--- src/rtl/core/tshc_pkg.sv ---
// ----------------------------------------------------------------------------
// tshc_pkg
// Shared types and constants of the transport stream header checker.
// ----------------------------------------------------------------------------
package tshc_pkg;

  // packet geometry
  localparam int unsigned PacketSize = 188;
  localparam int unsigned PidWidth   = 13;
  localparam int unsigned PidCount   = 1 << PidWidth;

  localparam logic [7:0]          SyncValue        = 8'h47;
  localparam logic [PidWidth-1:0] NullPid          = 13'h1FFF;
  localparam logic [4:0]          NoPayload        = 5'h10;
  localparam logic [7:0]          HeaderOnlyOffset = 8'd4;
  localparam logic [7:0]          HeaderOnlySize   = 8'(PacketSize - 4);
  localparam logic [7:0]          AdaptOnlyMaxLen  = 8'(PacketSize - 5);
  localparam logic [7:0]          AdaptBothMaxLen  = 8'(PacketSize - 6);
  localparam logic [7:0]          AdaptBothBase    = 8'(PacketSize - 5);
  localparam logic [7:0]          AdaptHeaderLen   = 8'd5;

  // adaptation field control codes
  localparam logic [1:0] ActlReserved    = 2'd0;
  localparam logic [1:0] ActlPayloadOnly = 2'd1;
  localparam logic [1:0] ActlAdaptOnly   = 2'd2;
  localparam logic [1:0] ActlBoth        = 2'd3;

  // scrambling control code that is reserved
  localparam logic [1:0] ScrReserved = 2'd1;

  // result status codes
  typedef enum logic [1:0] {
    StOk         = 2'd0,
    StFormat     = 2'd1,
    StTransport  = 2'd2,
    StContinuity = 2'd3
  } status_e;

  // decoded header, handed from front to back
  typedef struct packed {
    status_e             status;
    logic [PidWidth-1:0] pid;
    logic                unit_start;
    logic                priority_bit;
    logic [1:0]          scr;
    logic [1:0]          actl;
    logic [3:0]          cc;
    logic [7:0]          alen;
    logic [7:0]          aflags;
    logic [7:0]          poff;
    logic [7:0]          psize;
    logic                upd;
    logic [4:0]          new_entry;
  } hdr_t;

endpackage

--- src/rtl/core/tshc_front.sv ---
// ----------------------------------------------------------------------------
// tshc_front
// Accepts header beats, decodes fields and classifies format errors.
// ----------------------------------------------------------------------------
module tshc_front (
  input  logic             in_valid_i,
  output logic             in_stall_o,
  input  logic [7:0]       header_byte0_i,
  input  logic [7:0]       header_byte1_i,
  input  logic [7:0]       header_byte2_i,
  input  logic [7:0]       header_byte3_i,
  input  logic [7:0]       header_byte4_i,
  input  logic [7:0]       header_byte5_i,
  input  logic             track_continuity_i,
  input  logic             busy_i,
  input  logic             queue_full_i,
  output logic             push_o,
  output tshc_pkg::hdr_t   hdr_o
);

  logic [tshc_pkg::PidWidth-1:0] pid;
  logic [1:0]                    scr;
  logic [1:0]                    actl;
  logic [7:0]                    alen;
  logic                          pid_reserved;

  // handshake: hold off during table clear or when the queue is full
  assign in_stall_o = busy_i || queue_full_i;
  assign push_o     = in_valid_i && !in_stall_o;

  // field split
  assign pid  = {header_byte1_i[4:0], header_byte2_i};
  assign scr  = header_byte3_i[7:6];
  assign actl = header_byte3_i[5:4];
  assign alen = actl[1] ? header_byte4_i : 8'd0;
  assign pid_reserved = (pid >= 13'd2) && (pid <= 13'd15);

  always_comb begin
    hdr_o              = '0;
    hdr_o.pid          = pid;
    hdr_o.unit_start   = header_byte1_i[6];
    hdr_o.priority_bit = header_byte1_i[5];
    hdr_o.scr          = scr;
    hdr_o.actl         = actl;
    hdr_o.cc           = header_byte3_i[3:0];
    hdr_o.alen         = alen;
    hdr_o.aflags       = (alen != 8'd0) ? header_byte5_i : 8'd0;

    // payload position and size
    hdr_o.poff  = 8'd0;
    hdr_o.psize = 8'd0;
    if (actl == tshc_pkg::ActlPayloadOnly) begin
      hdr_o.poff  = tshc_pkg::HeaderOnlyOffset;
      hdr_o.psize = tshc_pkg::HeaderOnlySize;
    end else if (actl == tshc_pkg::ActlBoth && alen <= tshc_pkg::AdaptBothMaxLen) begin
      hdr_o.poff  = alen + tshc_pkg::AdaptHeaderLen;
      hdr_o.psize = tshc_pkg::AdaptBothBase - alen;
    end

    // status in priority order
    if (header_byte0_i != tshc_pkg::SyncValue) begin
      hdr_o.status = tshc_pkg::StFormat;
    end else if (header_byte1_i[7]) begin
      hdr_o.status = tshc_pkg::StTransport;
    end else if (pid_reserved || scr == tshc_pkg::ScrReserved
                 || actl == tshc_pkg::ActlReserved) begin
      hdr_o.status = tshc_pkg::StFormat;
    end else if (actl == tshc_pkg::ActlAdaptOnly && alen > tshc_pkg::AdaptOnlyMaxLen) begin
      hdr_o.status = tshc_pkg::StFormat;
    end else if (actl == tshc_pkg::ActlBoth && alen > tshc_pkg::AdaptBothMaxLen) begin
      hdr_o.status = tshc_pkg::StFormat;
    end else begin
      hdr_o.status = tshc_pkg::StOk;
    end

    // continuity table work for the back end
    hdr_o.upd = (hdr_o.status == tshc_pkg::StOk) && track_continuity_i
                && (pid != tshc_pkg::NullPid);
    hdr_o.new_entry = actl[0] ? {1'b0, header_byte3_i[3:0]} : tshc_pkg::NoPayload;
  end

endmodule

--- config.mk ---
export PLATFORM = sky130hd
export DESIGN_NAME = tshc_front
export DESIGN_NICKNAME = d
export VERILOG_FILES = /design/src/rtl/core/tshc_pkg.sv /design/src/rtl/core/tshc_front.sv
export SDC_FILE = /design/constraint.sdc
export NUM_CORES = 1
export LEC_CHECK = 0
export ABC_CLOCK_PERIOD_IN_PS = 1650
export BUFFER_PORTS_ARGS = -buffer_cell sky130_fd_sc_hd__buf_2
export CORE_ASPECT_RATIO = 0.5
export CORE_MARGIN = 10
export CORE_UTILIZATION = 33
export DETAILED_ROUTE_END_ITERATION = 6
export PLACE_DENSITY = 0.85
export SYNTH_ARGS = -nofsm -noshare
export SYNTH_HDL_FRONTEND = slang
export SYNTH_SLANG_ARGS = --single-unit
export TNS_END_PERCENT = 50
--- constraint.sdc ---
create_clock -name vclk -period 1.65
set_input_delay 0.0825 -clock vclk [all_inputs]
set_output_delay 0.0825 -clock vclk [all_outputs]
set_load 0.03 [all_outputs]
==> qor.csv, run 1 <==
stage,metric,value,unit
status,outcome,"complete, no violations",
floorplanning,io_pins,117,
pwr,leakage,0.000866,uW
floorplanning,die_w,92.6,um
timing,timing.fmax,626,MHz
cells_and_area,final_util,0.615,
timing,setup_viol,0,
routing,drt_pass1_iterations,4,
yosys,yosysUniqueCellTypes,32,
global_routing,grt_max_degree,12,
global_routing,overflow,0,
critical_path,critPathTopFamily,simple AND/OR/NAND/NOR gates,
timing,hold_ws,0.165,ns
critical_path,crit_chain,buf_6 > buf_6 > or4_4 > o31ai_4 > nand2_2 > and2_4 > buf_6,
routing,drt_iter0_markers,102,
critical_path,startpoint_type,primary input,
critical_path,cp_common_cell,buf_6,
floorplanning,initial_utilization,0.341,
global_routing,grt_pass1_vias,1327,
routing,remaining_drc_errors,0,
yosys,synth_area,870,sq um
routing,wl,4.33,mm
cells_and_area,fin_nets,286,
cells_and_area,drive_gt1_frac,0.714,
global_routing,grt_usage,0.138,
routing,drt.antenna.violating_nets,0,
critical_path,critical_path.slowest_cell,or4_4,
routing,viasPerCell,4.81,
flow_run,drv_cap,0,
global_routing,antenna_found_initial,0,
cells_and_area,antenna_cells,0,
yosys,syn_inst,130,
floorplanning,die-area,5210,sq um
placement,hpwlAfterDp,3.63,mm
global_routing,grt_pass1_wl,6.20,mm
floorplanning,core_region_area,2550,sq um
yosys,synth.area.top_cells,"buf_4 (22%), and2_1 (12%), ha_1 (7.2%), nor2_1 (6.0%), xnor2_1 (6.0%)",
routing,vias,1269,
floorplanning,placement_rows,13,
placement,portBuffers,113,
floorplanning,chipHeight,56.3,um
cells_and_area,syn_to_final_growth,80.7,%
critical_path,crit_path_max_fanout,8,
cells_and_area,design.seq.count,0,
timing,final.period_utilization,0.968,
timing,worst_slew_pin_slew,0.464,ns
cells_and_area,register_area,0,sq um
yosys,synth_top_area_cell,buf_4,
timing,rsz0062_at_grt,yes,
pwr,ir_drop,0.174,mV
critical_path,worstSetupEndpointType,output port,
yosys,syn_nets,187,
timing,fin_crit,1.60,ns
yosys,netlist.area_leader.share,0.216,
critical_path,crit_required,1.57,ns
critical_path,cp_slowest_stage_delay,0.52,ns
yosys,yosysSeqAreaShare,0,
timing,relSlewSlack,0.690,
critical_path,crit_buf_inv,3,
yosys,synth_area_per_cell,6.69,sq um
cells_and_area,instances_no_fill,264,
critical_path,critPathKind,primary input to output port,
hold_path,min_path_type,primary input to output port,
yosys,synth_warnings,0,
routing,wl_per_cell,16.4,um
pwr,fin_total_pwr,553,uW
timing,finalHoldViolations,0,
cells_and_area,clkbuf_count,0,
clock_tree,postCtsHoldBufs,0,
pwr,power.density,352,nW/um^2
placement,gp_congestion,0.903,
critical_path,crit_arrival,1.51,ns
placement,placed_cells,261,
timing,slew_violations,0,
Yosys cell counts (2+ instances only):
cell      number
or4_1          2
inv_1          8
a21oi_1        7
nand4_1        4
ha_1           5
or2_2          2
nand3_1        2
nor3_1         3
buf_6          2
nand2_1        9
and3_1         3
o21ai_0        5
buf_4         25
nor2_1        14
xnor2_1        6
and2_1        16
a211oi_1       2
layer usage:
layer / wire, um / GRT usage / vias up
met5: 0 / 0 / -
li1: - / - / 614
met2: 2520 / 0.303 / 58
met3: 250 / 0.0185 / 4
met4: 52 / 0.00873 / 0
met1: 1500 / 0.136 / 593
cell type report:
| class | instances | area [sq um] |
|---|---|---|
| tap | 37 | 46.3 |
| fill | 227 | 982 |
| timing repair buffer | 124 | 728 |
| multi-input combinational | 95 | 767 |
| inverter | 8 | 30.0 |
logic make-up after synthesis:
kind of cell    after synthesis  synth area share
simple gates                 61             0.376
xor+xnor                      7            0.0705
compound gates               22             0.206
buf+inv                      35             0.276
fa+ha+maj                     5            0.0719
stage by stage:
stage / setup TNS, ns / instance area [sq um] / setup WS (ns)
after detailed placement: 0 / 1430 / 0.0361
after global placement: 0 / 1430 / 0.0734
after CTS: 0 / 1430 / 0.0203
after global routing: -0.0219 / 1570 / -0.00438
after floorplan: -1.03 / 970 / -0.178
final: 0 / 1570 / 0.0527
cell usage in the layout (no fill, tap or decap), drive strengths merged, types with 2 or more instances in the layout:
master	n
nor2	14
o41ai	2
a211oi	2
nor3	3
clkbuf	6
or4	2
nand2	10
buf	118
or2	2
a21oi	7
inv	8
ha	5
and2	16
xnor2	6
nand3	2
nand4	4
o21ai	5
and3	3
power breakdown:
| group | total, uW | internal, uW | leakage, uW | switching, uW |
|---|---|---|---|---|
| logic | 553 | 210 | 0.000866 | 343 |
| registers | 0 | 0 | 0 | 0 |
| clock network | 0 | 0 | 0 | 0 |
worst paths after layout:
path / endpoint / slack (ns) / start / depth (start not counted)
max: hdr_o[24] / 0.05 / header_byte4_i[3] / 7
min: hdr_o[46] / 0.17 / header_byte1_i[5] / 0
timing repair:
| action | in CTS | in global routing |
|---|---|---|
| buffers inserted | 0 | 3 |
| endpoints found under the setup margin | 0 | 22 |
| gates resized for setup | 0 | 50 |
(Power assumes the default switching activity.)
==> inputs of run 2 (changes only) <==
- CELL_PAD_IN_SITES_DETAIL_PLACEMENT: default -> 1
- CELL_PAD_IN_SITES_GLOBAL_PLACEMENT: default -> 2
- CORE_UTILIZATION: 33 -> 13
- PLACE_DENSITY: 0.85 -> default
- PLACE_DENSITY_LB_ADDON: default -> 0.1
- SLEW_MARGIN: default -> 40
==> qor.csv, run 2 (synthesized netlist as in run 1, its figures left out) <==
stage,metric,value,unit,change
placement,portBuffers,113,,unchanged
timing,relSlewSlack,0.788,,+0.0980
floorplanning,chipHeight,77.8,um,+38%
cells_and_area,clkbuf_count,0,,unchanged
cells_and_area,finalInstanceArea,1770,sq um,+13%
routing,wl_per_cell,15.2,um,-7.1%
cells_and_area,register_area,0,sq um,unchanged
global_routing,grt_max_degree,15,,+3
timing,timing.fmax,617,MHz,-1.4%
timing,rsz0062_at_grt,yes,,
cells_and_area,multi_input_area,776,sq um,+1.1%
status,outcome,"complete, no violations",,
placement,gp_congestion,0.737,,-18%
routing,vias,1256,,-1.0%
timing,slew_violations,0,,unchanged
floorplanning,io_pins,117,,unchanged
cells_and_area,syn_to_final_growth,104,%,
placement,dpl-instance-area,1590,sq um,+12%
routing,viasPerCell,3.86,,-20%
global_routing,antenna_found_initial,0,,unchanged
hold_path,holdPathEnd,hdr_o[46],,
routing,wl,4.95,mm,+14%
flow_run,drv_cap,0,,unchanged
routing,remaining_drc_errors,0,,unchanged
timing,fin_crit,1.62,ns,+0.0227 ns
timing,hold_ws,0.165,ns,+0.0000250 ns
timing,tns,0,ns,unchanged
timing,final.period_utilization,0.982,,+0.0138
cells_and_area,final_common_cell,buf_2,,
critical_path,startpoint_type,primary input,,
floorplanning,placement_rows,20,,+7
cells_and_area,antenna_cells,0,,unchanged
cells_and_area,design.seq.count,0,,unchanged
cells_and_area,nFillCells,783,,+240%
routing,drt_pass1_iterations,3,,-1
critical_path,critPathKind,primary input to output port,,
hold_path,hold-path-cell-count,0,,unchanged
global_routing,grt_pass1_wl,7.35,mm,+18%
cells_and_area,fin_nets,296,,+3.5%
routing,drt_iter0_markers,12,,-88%
pwr,leakage,0.000934,uW,+7.8%
cells_and_area,final_cell_mix,"buf_2 (90), buf_4 (25), buf_6 (17)",,
floorplanning,core_region_area,6280,sq um,+150%
global_routing,grt_pass1_vias,1402,,+5.7%
critical_path,crit_arrival,1.54,ns,+0.03 ns
clock_tree,postCtsHoldBufs,0,,unchanged
global_routing,grt_usage,0.0831,,-0.0549
critical_path,crit_path_max_fanout,8,,unchanged
floorplanning,die-area,10600,sq um,+100%
pwr,ir_drop,0.0686,mV,-61%
critical_path,worstSetupEndpointType,output port,,
timing,finalHoldViolations,0,,unchanged
floorplanning,initial_utilization,0.138,,-0.202
timing,setup_viol,0,,unchanged
hold_path,hp-start,header_byte1_i[5],,
critical_path,crit_required,1.57,ns,about the same
routing,drt.antenna.violating_nets,0,,unchanged
placement,hpwlAfterDp,4.44,mm,+22%
hold_path,min_path_type,primary input to output port,,
pwr,power.density,329,nW/um^2,-6.4%
cells_and_area,drive_gt1_frac,0.722,,+0.00786
timing,worst_slew_pin_slew,0.314,ns,-0.150 ns
floorplanning,die_w,136,um,+47%
global_routing,overflow,0,,unchanged
==> run 2: cell types whose count changed in the layout (fill, tap and decap cells not counted), sizes merged <==
cell,before,now
buf,118,133
clkbuf,6,1
==> run 2: cell type report <==
cell class | count | area share
inverters | 8 | 0.0169
multi-input cells | 95 | 0.438
well taps | 88 | 0.0621
repair buffers | 134 | 0.483
==> run 2: worst max-delay path by stage <==
stage / start / endpoint / slack, ns / cells after the start
5_1_grt: header_byte4_i[3] / hdr_o[27] / -0.03 / 7
3_3_place_gp: header_byte3_i[5] / hdr_o[5] / 0.02 / 7
2_1_floorplan: header_byte3_i[5] / hdr_o[14] / -0.18 / 9
4_1_cts: header_byte3_i[5] / hdr_o[5] / 0.02 / 9
3_5_place_dp: header_byte3_i[5] / hdr_o[61] / -0.03 / 7
6_report: header_byte4_i[3] / hdr_o[27] / 0.03 / 7
==> run 2: per-stage QoR <==
| stage | total power (uW) | cells | setup WS (ns) | util |
|---|---|---|---|---|
| after global routing | 630 | 325 | -0.0269 | 0.282 |
| after floorplan | 357 | 130 | -0.178 | - |
| final | 584 | 325 | 0.0300 | 0.282 |
| after detailed placement | 533 | 324 | -0.0314 | 0.254 |
| after CTS | 539 | 325 | 0.0234 | 0.257 |
| after global placement | 531 | 324 | 0.0161 | 0.254 |
==> run 2: per-layer routing <==
layer | routed length (um) | GRT usage | vias up
met4 | 4 | 0.00107 | 0
met2 | 2440 | 0.156 | 54
met1 | 2000 | 0.0927 | 563
met5 | 0 | 0 | -
met3 | 512 | 0.0302 | 2
li1 | - | - | 637
==> run 2: what timing repair did <==
action                     in CTS  in global routing
setup endpoints to repair       6                 25
pin swaps                       0                 11
gates resized for setup         3                 74
setup buffers                   1                  0
hold endpoints to repair        0                  0
==> run 2: power breakdown <==
part,switching [uW],internal [uW]
Clock,0,0
Combinational,348,235
Sequential,0,0
Total,348,235
==> run 2: worst max-delay path, cell delays in order <==
cell	delay [ns]
buf_2	0.12
buf_4	0.15
or4_4	0.49
o31ai_4	0.30
nand2_4	0.11
and2_1	0.16
buf_6	0.13
