$ cat config.mk
export PLATFORM = sky130hd
export DESIGN_NAME = tshc_queue
export DESIGN_NICKNAME = d
export VERILOG_FILES = /design/src/rtl/core/tshc_pkg.sv /design/src/rtl/core/tshc_queue.sv
export SDC_FILE = /design/constraint.sdc
export NUM_CORES = 1
export LEC_CHECK = 0
export BUFFER_PORTS_ARGS = -buffer_cell sky130_fd_sc_hd__buf_4
export CORE_ASPECT_RATIO = 1.2
export CORE_MARGIN = 5
export CORE_UTILIZATION = 40
export DETAILED_ROUTE_END_ITERATION = 8
export HOLD_SLACK_MARGIN = 0.08
export PLACE_DENSITY = 0.69
export SYNTH_ARGS = -nofsm -noshare
export SYNTH_HDL_FRONTEND = slang
export SYNTH_SLANG_ARGS = --single-unit
$ cat constraint.sdc
create_clock -name clk_i -period 4.68 [get_ports clk_i]
set_clock_uncertainty 0.05 [all_clocks]
set_input_delay 0.936 -clock clk_i [delete_from_list [all_inputs] [get_ports clk_i]]
set_output_delay 0.936 -clock clk_i [all_outputs]
set_load 0.03 [all_outputs]
$ cat src/rtl/core/tshc_pkg.sv
// ----------------------------------------------------------------------------
// tshc_pkg
// Shared types and constants of the transport stream header checker.
// ----------------------------------------------------------------------------
package tshc_pkg;

  // packet geometry
  localparam int unsigned PacketSize = 188;
  localparam int unsigned PidWidth   = 13;
  localparam int unsigned PidCount   = 1 << PidWidth;

  localparam logic [7:0]          SyncValue        = 8'h47;
  localparam logic [PidWidth-1:0] NullPid          = 13'h1FFF;
  localparam logic [4:0]          NoPayload        = 5'h10;
  localparam logic [7:0]          HeaderOnlyOffset = 8'd4;
  localparam logic [7:0]          HeaderOnlySize   = 8'(PacketSize - 4);
  localparam logic [7:0]          AdaptOnlyMaxLen  = 8'(PacketSize - 5);
  localparam logic [7:0]          AdaptBothMaxLen  = 8'(PacketSize - 6);
  localparam logic [7:0]          AdaptBothBase    = 8'(PacketSize - 5);
  localparam logic [7:0]          AdaptHeaderLen   = 8'd5;

  // adaptation field control codes
  localparam logic [1:0] ActlReserved    = 2'd0;
  localparam logic [1:0] ActlPayloadOnly = 2'd1;
  localparam logic [1:0] ActlAdaptOnly   = 2'd2;
  localparam logic [1:0] ActlBoth        = 2'd3;

  // scrambling control code that is reserved
  localparam logic [1:0] ScrReserved = 2'd1;

  // result status codes
  typedef enum logic [1:0] {
    StOk         = 2'd0,
    StFormat     = 2'd1,
    StTransport  = 2'd2,
    StContinuity = 2'd3
  } status_e;

  // decoded header, handed from front to back
  typedef struct packed {
    status_e             status;
    logic [PidWidth-1:0] pid;
    logic                unit_start;
    logic                priority_bit;
    logic [1:0]          scr;
    logic [1:0]          actl;
    logic [3:0]          cc;
    logic [7:0]          alen;
    logic [7:0]          aflags;
    logic [7:0]          poff;
    logic [7:0]          psize;
    logic                upd;
    logic [4:0]          new_entry;
  } hdr_t;

endpackage

$ cat src/rtl/core/tshc_queue.sv
// ----------------------------------------------------------------------------
// tshc_queue
// Short first-in first-out queue of decoded headers between front and back.
// ----------------------------------------------------------------------------
module tshc_queue #(
  parameter int unsigned DEPTH = 2
) (
  input  logic           clk_i,
  input  logic           rst_ni,
  input  logic           push_i,
  input  tshc_pkg::hdr_t push_data_i,
  output logic           full_o,
  input  logic           pop_i,
  output logic           not_empty_o,
  output tshc_pkg::hdr_t pop_data_o
);

  localparam int unsigned PtrW = (DEPTH > 1) ? $clog2(DEPTH) : 1;
  localparam int unsigned CntW = $clog2(DEPTH + 1);
  localparam logic [PtrW-1:0] LastPtr = PtrW'(DEPTH - 1);
  localparam logic [CntW-1:0] FullCnt = CntW'(DEPTH);

  tshc_pkg::hdr_t  slot_q [DEPTH];
  logic [PtrW-1:0] wr_ptr_q, rd_ptr_q;
  logic [CntW-1:0] count_q;

  assign full_o      = (count_q == FullCnt);
  assign not_empty_o = (count_q != '0);
  assign pop_data_o  = slot_q[rd_ptr_q];

  // pointers and fill level
  always_ff @(posedge clk_i or negedge rst_ni) begin
    if (!rst_ni) begin
      wr_ptr_q <= '0;
      rd_ptr_q <= '0;
      count_q  <= '0;
    end else begin
      if (push_i) begin
        wr_ptr_q <= (wr_ptr_q == LastPtr) ? '0 : wr_ptr_q + 1'b1;
      end
      if (pop_i) begin
        rd_ptr_q <= (rd_ptr_q == LastPtr) ? '0 : rd_ptr_q + 1'b1;
      end
      if (push_i && !pop_i) begin
        count_q <= count_q + 1'b1;
      end else if (pop_i && !push_i) begin
        count_q <= count_q - 1'b1;
      end
    end
  end

  // storage
  always_ff @(posedge clk_i) begin
    if (push_i) begin
      slot_q[wr_ptr_q] <= push_data_i;
    end
  end

endmodule

==> results.json, run 1 <==
{
  "finalHoldViolations": 0,
  "routed_via_density": 4.47,
  "postCtsSetupBuffers": 0,
  "vias": 2383,
  "grt_overflow_total": 0,
  "port_buffers": 131,
  "final_min_period_over_clock_period_pct": 69.6,
  "setup_total_negative_slack_ns": 0,
  "initial_antenna_violation_count": 0,
  "syn_to_final_growth_pct": 32.7,
  "boundaryPins": 132,
  "worst_setup_path_start_kind": "register",
  "design_area_mm2": 0.00668,
  "clock-root-buffer": "sky130_fd_sc_hd__clkbuf_16",
  "tritoncts.num_buffers": 17,
  "regToRegSetupSlack_ns": 3.02,
  "die-width_um": 112,
  "synth.distinct_cells": 14,
  "detailedRoute.firstIterationViolations": 85,
  "uppermost_layer_routed": "met4",
  "pwr_density_cell_mw_per_mm2": 680,
  "crit_arrival_ns": 2.27,
  "core_area_mm2": 0.0125,
  "finalMaxSlewViolations": 0,
  "cell_area_synth_mm2": 0.00503,
  "drv.max_cap_violation_count": 0,
  "grt_use_total_pct": 11.7,
  "finalWirelength_um": 8630,
  "met3WireLength_um": 669,
  "cts_tree": "yes",
  "yosysMostFrequentCell": "sky130_fd_sc_hd__edfxtp_1",
  "die_height_um": 133,
  "non_filler_cells_in_the_finished_layout": 533,
  "critical_path.max_fanout": 64,
  "number_of_enable_type_register_cells_in_the_synthesized_netlist": 126,
  "yosysWarningCount": 0,
  "pre_cts_ws_ns": 1.85,
  "number_of_nets_produced_by_synthesis": 280,
  "clkLatencyLatePin_ns": 0.40,
  "die_area_mm2": 0.0149,
  "criticalPathCategory": "reg2out",
  "netlist_top_cells_count": "sky130_fd_sc_hd__edfxtp_1, sky130_fd_sc_hd__mux2_4, sky130_fd_sc_hd__buf_12",
  "worst-endpoint-required_ns": 3.69,
  "worst_setup_hold_path_clk_slew_ns": 0.06,
  "cts_repair_resize_count": 0,
  "synth_seq_cells": 130,
  "cts_num_sinks": 130,
  "post_cts_hold_buffer_count": 0,
  "routed_length_on_met1_um": 3270,
  "grt_start_max_net_pins": 65,
  "relative_max_transition_margin_pct": 20.2,
  "detail_route.wl_per_cell_um": 16.2,
  "initial_utilization_pct": 40.3,
  "post-place-cells": 501,
  "firstDrtPassIters": 4,
  "max-clock-path-buffers": 2,
  "dpl-instance-area_mm2": 0.00611,
  "vdd_drop_max_v": 0.000396,
  "final_setup_violation_count": 0,
  "placementRows": 45,
  "rsz0062_at_grt": "no",
  "number_of_cells_produced_by_synthesis": 212,
  "library_cell_occupying_the_most_area_in_the_post_synthesis_netlist": "sky130_fd_sc_hd__edfxtp_1",
  "place_congestion": 0.652,
  "most_common_flop_cell_mapped_by_yosys": "sky130_fd_sc_hd__edfxtp_1",
  "endpoint_kind": "output port",
  "crit_reg_reg_startpoint": "wr_ptr_q$_DFFE_PN0P_",
  "maxClockFrequency_mhz": 307,
  "antenna_cells": 0,
  "synth.top_cell.area_share_pct": 75.1,
  "worst_r2r_endpoint": "slot_q[0][8]$_DFFE_PP_",
  "synth_async_sr_flop_share_pct": 3.08,
  "tightestPinTransition_ns": 1.20,
  "period_minus_slack_ns": 3.26,
  "grt_first_pass_wirelength_um": 13400,
  "met2WireLength_um": 4580,
  "post_route_cells_drive_above_1_share_pct": 62.1,
  "min_path_type": "in2async",
  "design.final.nets": 424,
  "grt_pass1_vias": 2702,
  "run_status": "finished clean",
  "drc_errors": 0,
  "setup_ws_ns": 1.42,
  "drtAntennaViolNets": 0,
  "worstRegToRegCells": 2,
  "synth_area_per_cell_um2": 23.7,
  "power_leakage_nw": 2.68,
  "synth.area.top_cells": "sky130_fd_sc_hd__edfxtp_1, sky130_fd_sc_hd__mux2_4, sky130_fd_sc_hd__buf_12, sky130_fd_sc_hd__dfrtp_1, sky130_fd_sc_hd__mux2_2",
  "synth_sequential_area_ratio_pct": 77.1,
  "cts.htree.levels": 4
}
==> final cells by class <==
cell class | count | area [µm²]
Fill cell | 1018 | 5820
Sequential cell | 130 | 3890
Tap cell | 164 | 205
Multi-Input combinational cell | 74 | 1030
Clock inverter | 15 | 144
Timing Repair Buffer | 132 | 991
Clock buffer | 17 | 425
Inverter | 1 | 3.75
==> layout by cell type, fill, tap and decap left out, drive strengths merged <==
| cell | netlist | routed |
|---|---|---|
| dfrtp | 4 | 4 |
| nor2 | 1 | 1 |
| bufinv | 0 | 2 |
| clkinv | 0 | 9 |
| xor2 | 4 | 4 |
| clkinvlp | 0 | 4 |
| or2 | 1 | 1 |
| ha | 1 | 1 |
| mux2 | 63 | 63 |
| clkbuf | 0 | 17 |
| xnor2 | 1 | 1 |
| and2 | 1 | 1 |
| nor2b | 2 | 2 |
| buf | 7 | 132 |
| edfxtp | 126 | 126 |
| inv | 1 | 1 |
==> worst max-delay path, cell delays in order (launching register included) <==
cell	delay, ns
sky130_fd_sc_hd__dfrtp_4	1.18
sky130_fd_sc_hd__mux2_2	0.42
sky130_fd_sc_hd__buf_4	0.17
==> routing by layer <==
layer	track usage (%)	vias up
met5	0	-
met4	4.81	0
met3	5.26	9
met2	20.0	83
met1	12.6	1169
li1	-	1122
==> logic make-up (layout without fill, tap and decap cells) <==
family,after synthesis,after routing,share of synthesized area (%)
XOR/XNOR,5,5,0.870
multiplexers,63,63,18.5
flip-flops,130,130,77.1
AND/OR/NAND/NOR,5,5,0.572
adder cells (fa/ha/maj),1,1,0.248
buffers and inverters,8,165,2.68
==> through the flow <==
stage / hold WS [ns] / total power, mW / utilization (%)
2_1_floorplan: 0.397 / 2.93 / -
4_1_cts: 0.246 / 4.61 / 53.5
3_3_place_gp: 0.414 / 3.34 / 48.9
6_report: 0.264 / 4.54 / 53.5
5_1_grt: 0.245 / 4.74 / 53.5
3_5_place_dp: 0.421 / 3.36 / 48.9
==> sequential cells by signal (all words and copies together) (netlist names) <==
register  cells
slot_q      126
count_q       2
rd_ptr_q      1
wr_ptr_q      1
==> worst max-delay path by stage <==
stage                                         to  cells after the start  slack [ns]                  from
final                             pop_data_o[47]                      2        1.42  rd_ptr_q$_DFFE_PN0P_
after global routing              pop_data_o[48]                      2        1.36  rd_ptr_q$_DFFE_PN0P_
after CTS                         pop_data_o[47]                      2        1.40  rd_ptr_q$_DFFE_PN0P_
after detailed placement          pop_data_o[47]                      2        1.85  rd_ptr_q$_DFFE_PN0P_
after global placement            pop_data_o[47]                      2        1.86  rd_ptr_q$_DFFE_PN0P_
after floorplan           slot_q[0][0]$_DFFE_PP_                      1        0.43                push_i
==> power breakdown <==
| group | switching [mW] | leakage [nW] | total (mW) | internal [mW] |
|---|---|---|---|---|
| clock | 0.467 | 0.269 | 1.24 | 0.776 |
| sequential | 0.211 | 1.23 | 1.76 | 1.55 |
| combinational | 0.790 | 1.19 | 1.54 | 0.749 |
No activity file was read; power rests on OpenSTA's default activity.
==> inputs of run 2 (changes only) <==
--- a/config.mk
+++ b/config.mk
@@ -5,6 +5,7 @@
 export SDC_FILE = /design/constraint.sdc
 export NUM_CORES = 1
 export LEC_CHECK = 0
+export ABC_AREA = 1
 export BUFFER_PORTS_ARGS = -buffer_cell sky130_fd_sc_hd__buf_4
 export CORE_ASPECT_RATIO = 1.2
 export CORE_MARGIN = 5
==> constraint.sdc (replaced) <==
create_clock -name clk_i -period 3 [get_ports clk_i]
set_clock_uncertainty 0.05 [all_clocks]
set_input_delay 0.6 -clock clk_i [delete_from_list [all_inputs] [get_ports clk_i]]
set_output_delay 0.6 -clock clk_i [all_outputs]
set_load 0.03 [all_outputs]
==> results.json, run 2 <==
{
  "firstDrtPassIters": 4,
  "final_setup_violation_count": 0,
  "library_cell_occupying_the_most_area_in_the_post_synthesis_netlist": "sky130_fd_sc_hd__edfxtp_1",
  "worst-endpoint-required_ns": 2.35,
  "period_minus_slack_ns": 2.52,
  "regToRegSetupSlack_ns": 1.39,
  "setup_ws_ns": 0.476,
  "number_of_enable_type_register_cells_in_the_synthesized_netlist": 126,
  "most_frequent_cells_in_the_layout": "sky130_fd_sc_hd__buf_4, sky130_fd_sc_hd__edfxtp_1, sky130_fd_sc_hd__mux2_4",
  "pre_cts_ws_ns": 0.881,
  "crit_reg_reg_startpoint": "wr_ptr_q$_DFFE_PN0P_",
  "synth_seq_cells": 130,
  "detailedRoute.firstIterationViolations": 79,
  "antenna_cells": 0,
  "initial_antenna_violation_count": 0,
  "endpoint": "pop_data_o[2]",
  "synth_async_sr_flop_share_pct": 3.08,
  "grt_start_max_net_pins": 38,
  "power.share.combinational_pct": 36.5,
  "worst_setup_path_start_kind": "register",
  "drv.max_cap_violation_count": 0,
  "synth_sequential_area_ratio_pct": 76.9,
  "min_path_type": "in2reg",
  "finalMaxSlewViolations": 0,
  "grt_use_total_pct": 12.5,
  "grt_overflow_total": 0,
  "finalCoreUtilization_pct": 54.5,
  "number_of_cells_produced_by_synthesis": 221,
  "worstRegToRegCells": 2,
  "port_buffers": 131,
  "internal_portion_of_total_power_mw": 4.91,
  "die_height_um": 133,
  "final_min_period_over_clock_period_pct": 84.1,
  "netlist_top_cells_count": "sky130_fd_sc_hd__edfxtp_1, sky130_fd_sc_hd__mux2_4, sky130_fd_sc_hd__inv_1",
  "max_flop_register": "slot_q",
  "number_of_nets_produced_by_synthesis": 289,
  "synth.distinct_cells": 14,
  "synth.top_cell.area_share_pct": 74.9,
  "dp_hpwl_um": 6250,
  "design_area_mm2": 0.00681,
  "vias": 2466,
  "post_cts_hold_buffer_count": 1,
  "synth_area_per_cell_um2": 22.9,
  "rsz0062_at_grt": "no",
  "initial_utilization_pct": 40.4,
  "worst_setup_hold_path_clk_slew_ns": 0.06,
  "largest_register_ffs": 126,
  "worstSetupStartpoint": "rd_ptr_q$_DFFE_PN0P_",
  "postCtsSetupBuffers": 0,
  "setup_total_negative_slack_ns": 0,
  "cts_repair_resize_count": 0,
  "fillerInstances": 1022,
  "relative_max_transition_margin_pct": 55.9,
  "finalWirelength_um": 9110,
  "yosysWarningCount": 0,
  "cell_area_synth_mm2": 0.00505,
  "multi_input_comb_area_mm2": 0.00102,
  "pwr_density_cell_mw_per_mm2": 1060,
  "total_switching_power_mw": 2.33,
  "power_leakage_nw": 2.77,
  "cts_num_sinks": 130,
  "yosysMostFrequentCell": "sky130_fd_sc_hd__edfxtp_1",
  "drtAntennaViolNets": 0,
  "dpl-instance-area_mm2": 0.00621,
  "clock-root-buffer": "sky130_fd_sc_hd__clkbuf_16",
  "post_route_cells_drive_above_1_share_pct": 60.8,
  "most_common_flop_cell_mapped_by_yosys": "sky130_fd_sc_hd__edfxtp_1",
  "worst_r2r_endpoint": "slot_q[0][32]$_DFFE_PP_",
  "grt_first_pass_wirelength_um": 14200,
  "detail_route.wl_per_cell_um": 16.6,
  "finalHoldViolations": 0,
  "syn_to_final_growth_pct": 34.8,
  "tightestPinTransition_ns": 0.659,
  "design.final.nets": 440,
  "placementRows": 45,
  "vdd_drop_max_v": 0.000539,
  "cts.htree.levels": 4,
  "drc_errors": 0,
  "grt_pass1_vias": 2758,
  "final_common_cell": "sky130_fd_sc_hd__buf_4",
  "synth.area.top_cells": "sky130_fd_sc_hd__edfxtp_1, sky130_fd_sc_hd__mux2_4, sky130_fd_sc_hd__buf_12, sky130_fd_sc_hd__dfrtp_1, sky130_fd_sc_hd__mux2_2",
  "cts_tree": "yes",
  "regArea_mm2": 0.00389,
  "netSwitchingFraction_pct": 32.2,
  "endpoint_kind": "output port",
  "maxClockFrequency_mhz": 396,
  "boundaryPins": 132,
  "tritoncts.num_buffers": 17,
  "seq_power_share_pct": 35.5,
  "non_filler_cells_in_the_finished_layout": 549,
  "die-width_um": 113,
  "max-clock-path-buffers": 2,
  "place_congestion": 0.692,
  "core_area_mm2": 0.0125,
  "clkLatencyLatePin_ns": 0.40,
  "post-place-cells": 516,
  "critical_path.max_fanout": 16,
  "pwr-share-clk_pct": 28.0,
  "criticalPathCategory": "reg2out",
  "biggestRegsByFlops": "slot_q (126), count_q (2)",
  "crit_arrival_ns": 1.87,
  "run_status": "finished clean",
  "routed_via_density": 4.49,
  "worstHoldStart": "push_data_i[38]",
  "die_area_mm2": 0.0150
}
[run 2: cells by family after synthesis]
kind of cell,Yosys count,share of synthesized area (%)
xor gates and xnor gates,3,0.520
adders and majority gates,1,0.248
buffers and inverters,14,3.12
DFF,130,76.9
muxes,63,18.4
and+or+nand+nor,10,0.817
[run 2: power by group through the flow]
stage                     Sequential [mW]  Clock (mW)  Combinational [mW]
after floorplan                      2.53           0                2.03
after global placement               2.60           0                2.67
after detailed placement             2.62           0                2.69
after CTS                            2.58        2.07                2.70
after global routing                 2.61        2.17                2.78
final                                2.58        2.03                2.64
[run 2: worst min path at each step]
stage                                    endpoint  slack, ns  cells past startpoint
after floorplan            count_q[0]$_DFFE_PN0P_       0.25                      0
after global placement     count_q[0]$_DFFE_PN0P_       0.35                      1
after detailed placement   count_q[0]$_DFFE_PN0P_       0.35                      1
after CTS                 slot_q[1][38]$_DFFE_PP_       0.31                      1
after global routing       slot_q[0][1]$_DFFE_PP_       0.31                      1
final                     slot_q[1][38]$_DFFE_PP_       0.33                      1
[run 2: layout make-up]
cell class                      instances  area share, %
Clock buffer                           17           6.24
Clock inverter                         15           2.44
Inverter                                7          0.386
Multi-Input combinational cell         77           14.9
Sequential cell                       130           57.1
Tap cell                              164           3.01
Timing Repair Buffer                  139           15.9
[run 2: stage by stage]
step	hold WS, ns	total power, mW
2_1_floorplan	0.254	4.56
3_3_place_gp	0.349	5.26
3_5_place_dp	0.352	5.31
4_1_cts	0.310	7.35
5_1_grt	0.307	7.56
6_report	0.331	7.25
[run 2: metal layers]
metal	vias up	wire length [µm]	global-route usage, %
li1	1160	-	-
met1	1217	3430	13.6
met2	82	4830	21.3
met3	7	734	5.72
met4	0	116	4.61
met5	-	0	0
[run 2: worst max-delay path, cell delays in order, from the launching register on]
cell and delay [ns]:
sky130_fd_sc_hd__dfrtp_4 0.63, sky130_fd_sc_hd__buf_4 0.34, sky130_fd_sc_hd__mux2_4 0.33, sky130_fd_sc_hd__buf_4 0.17
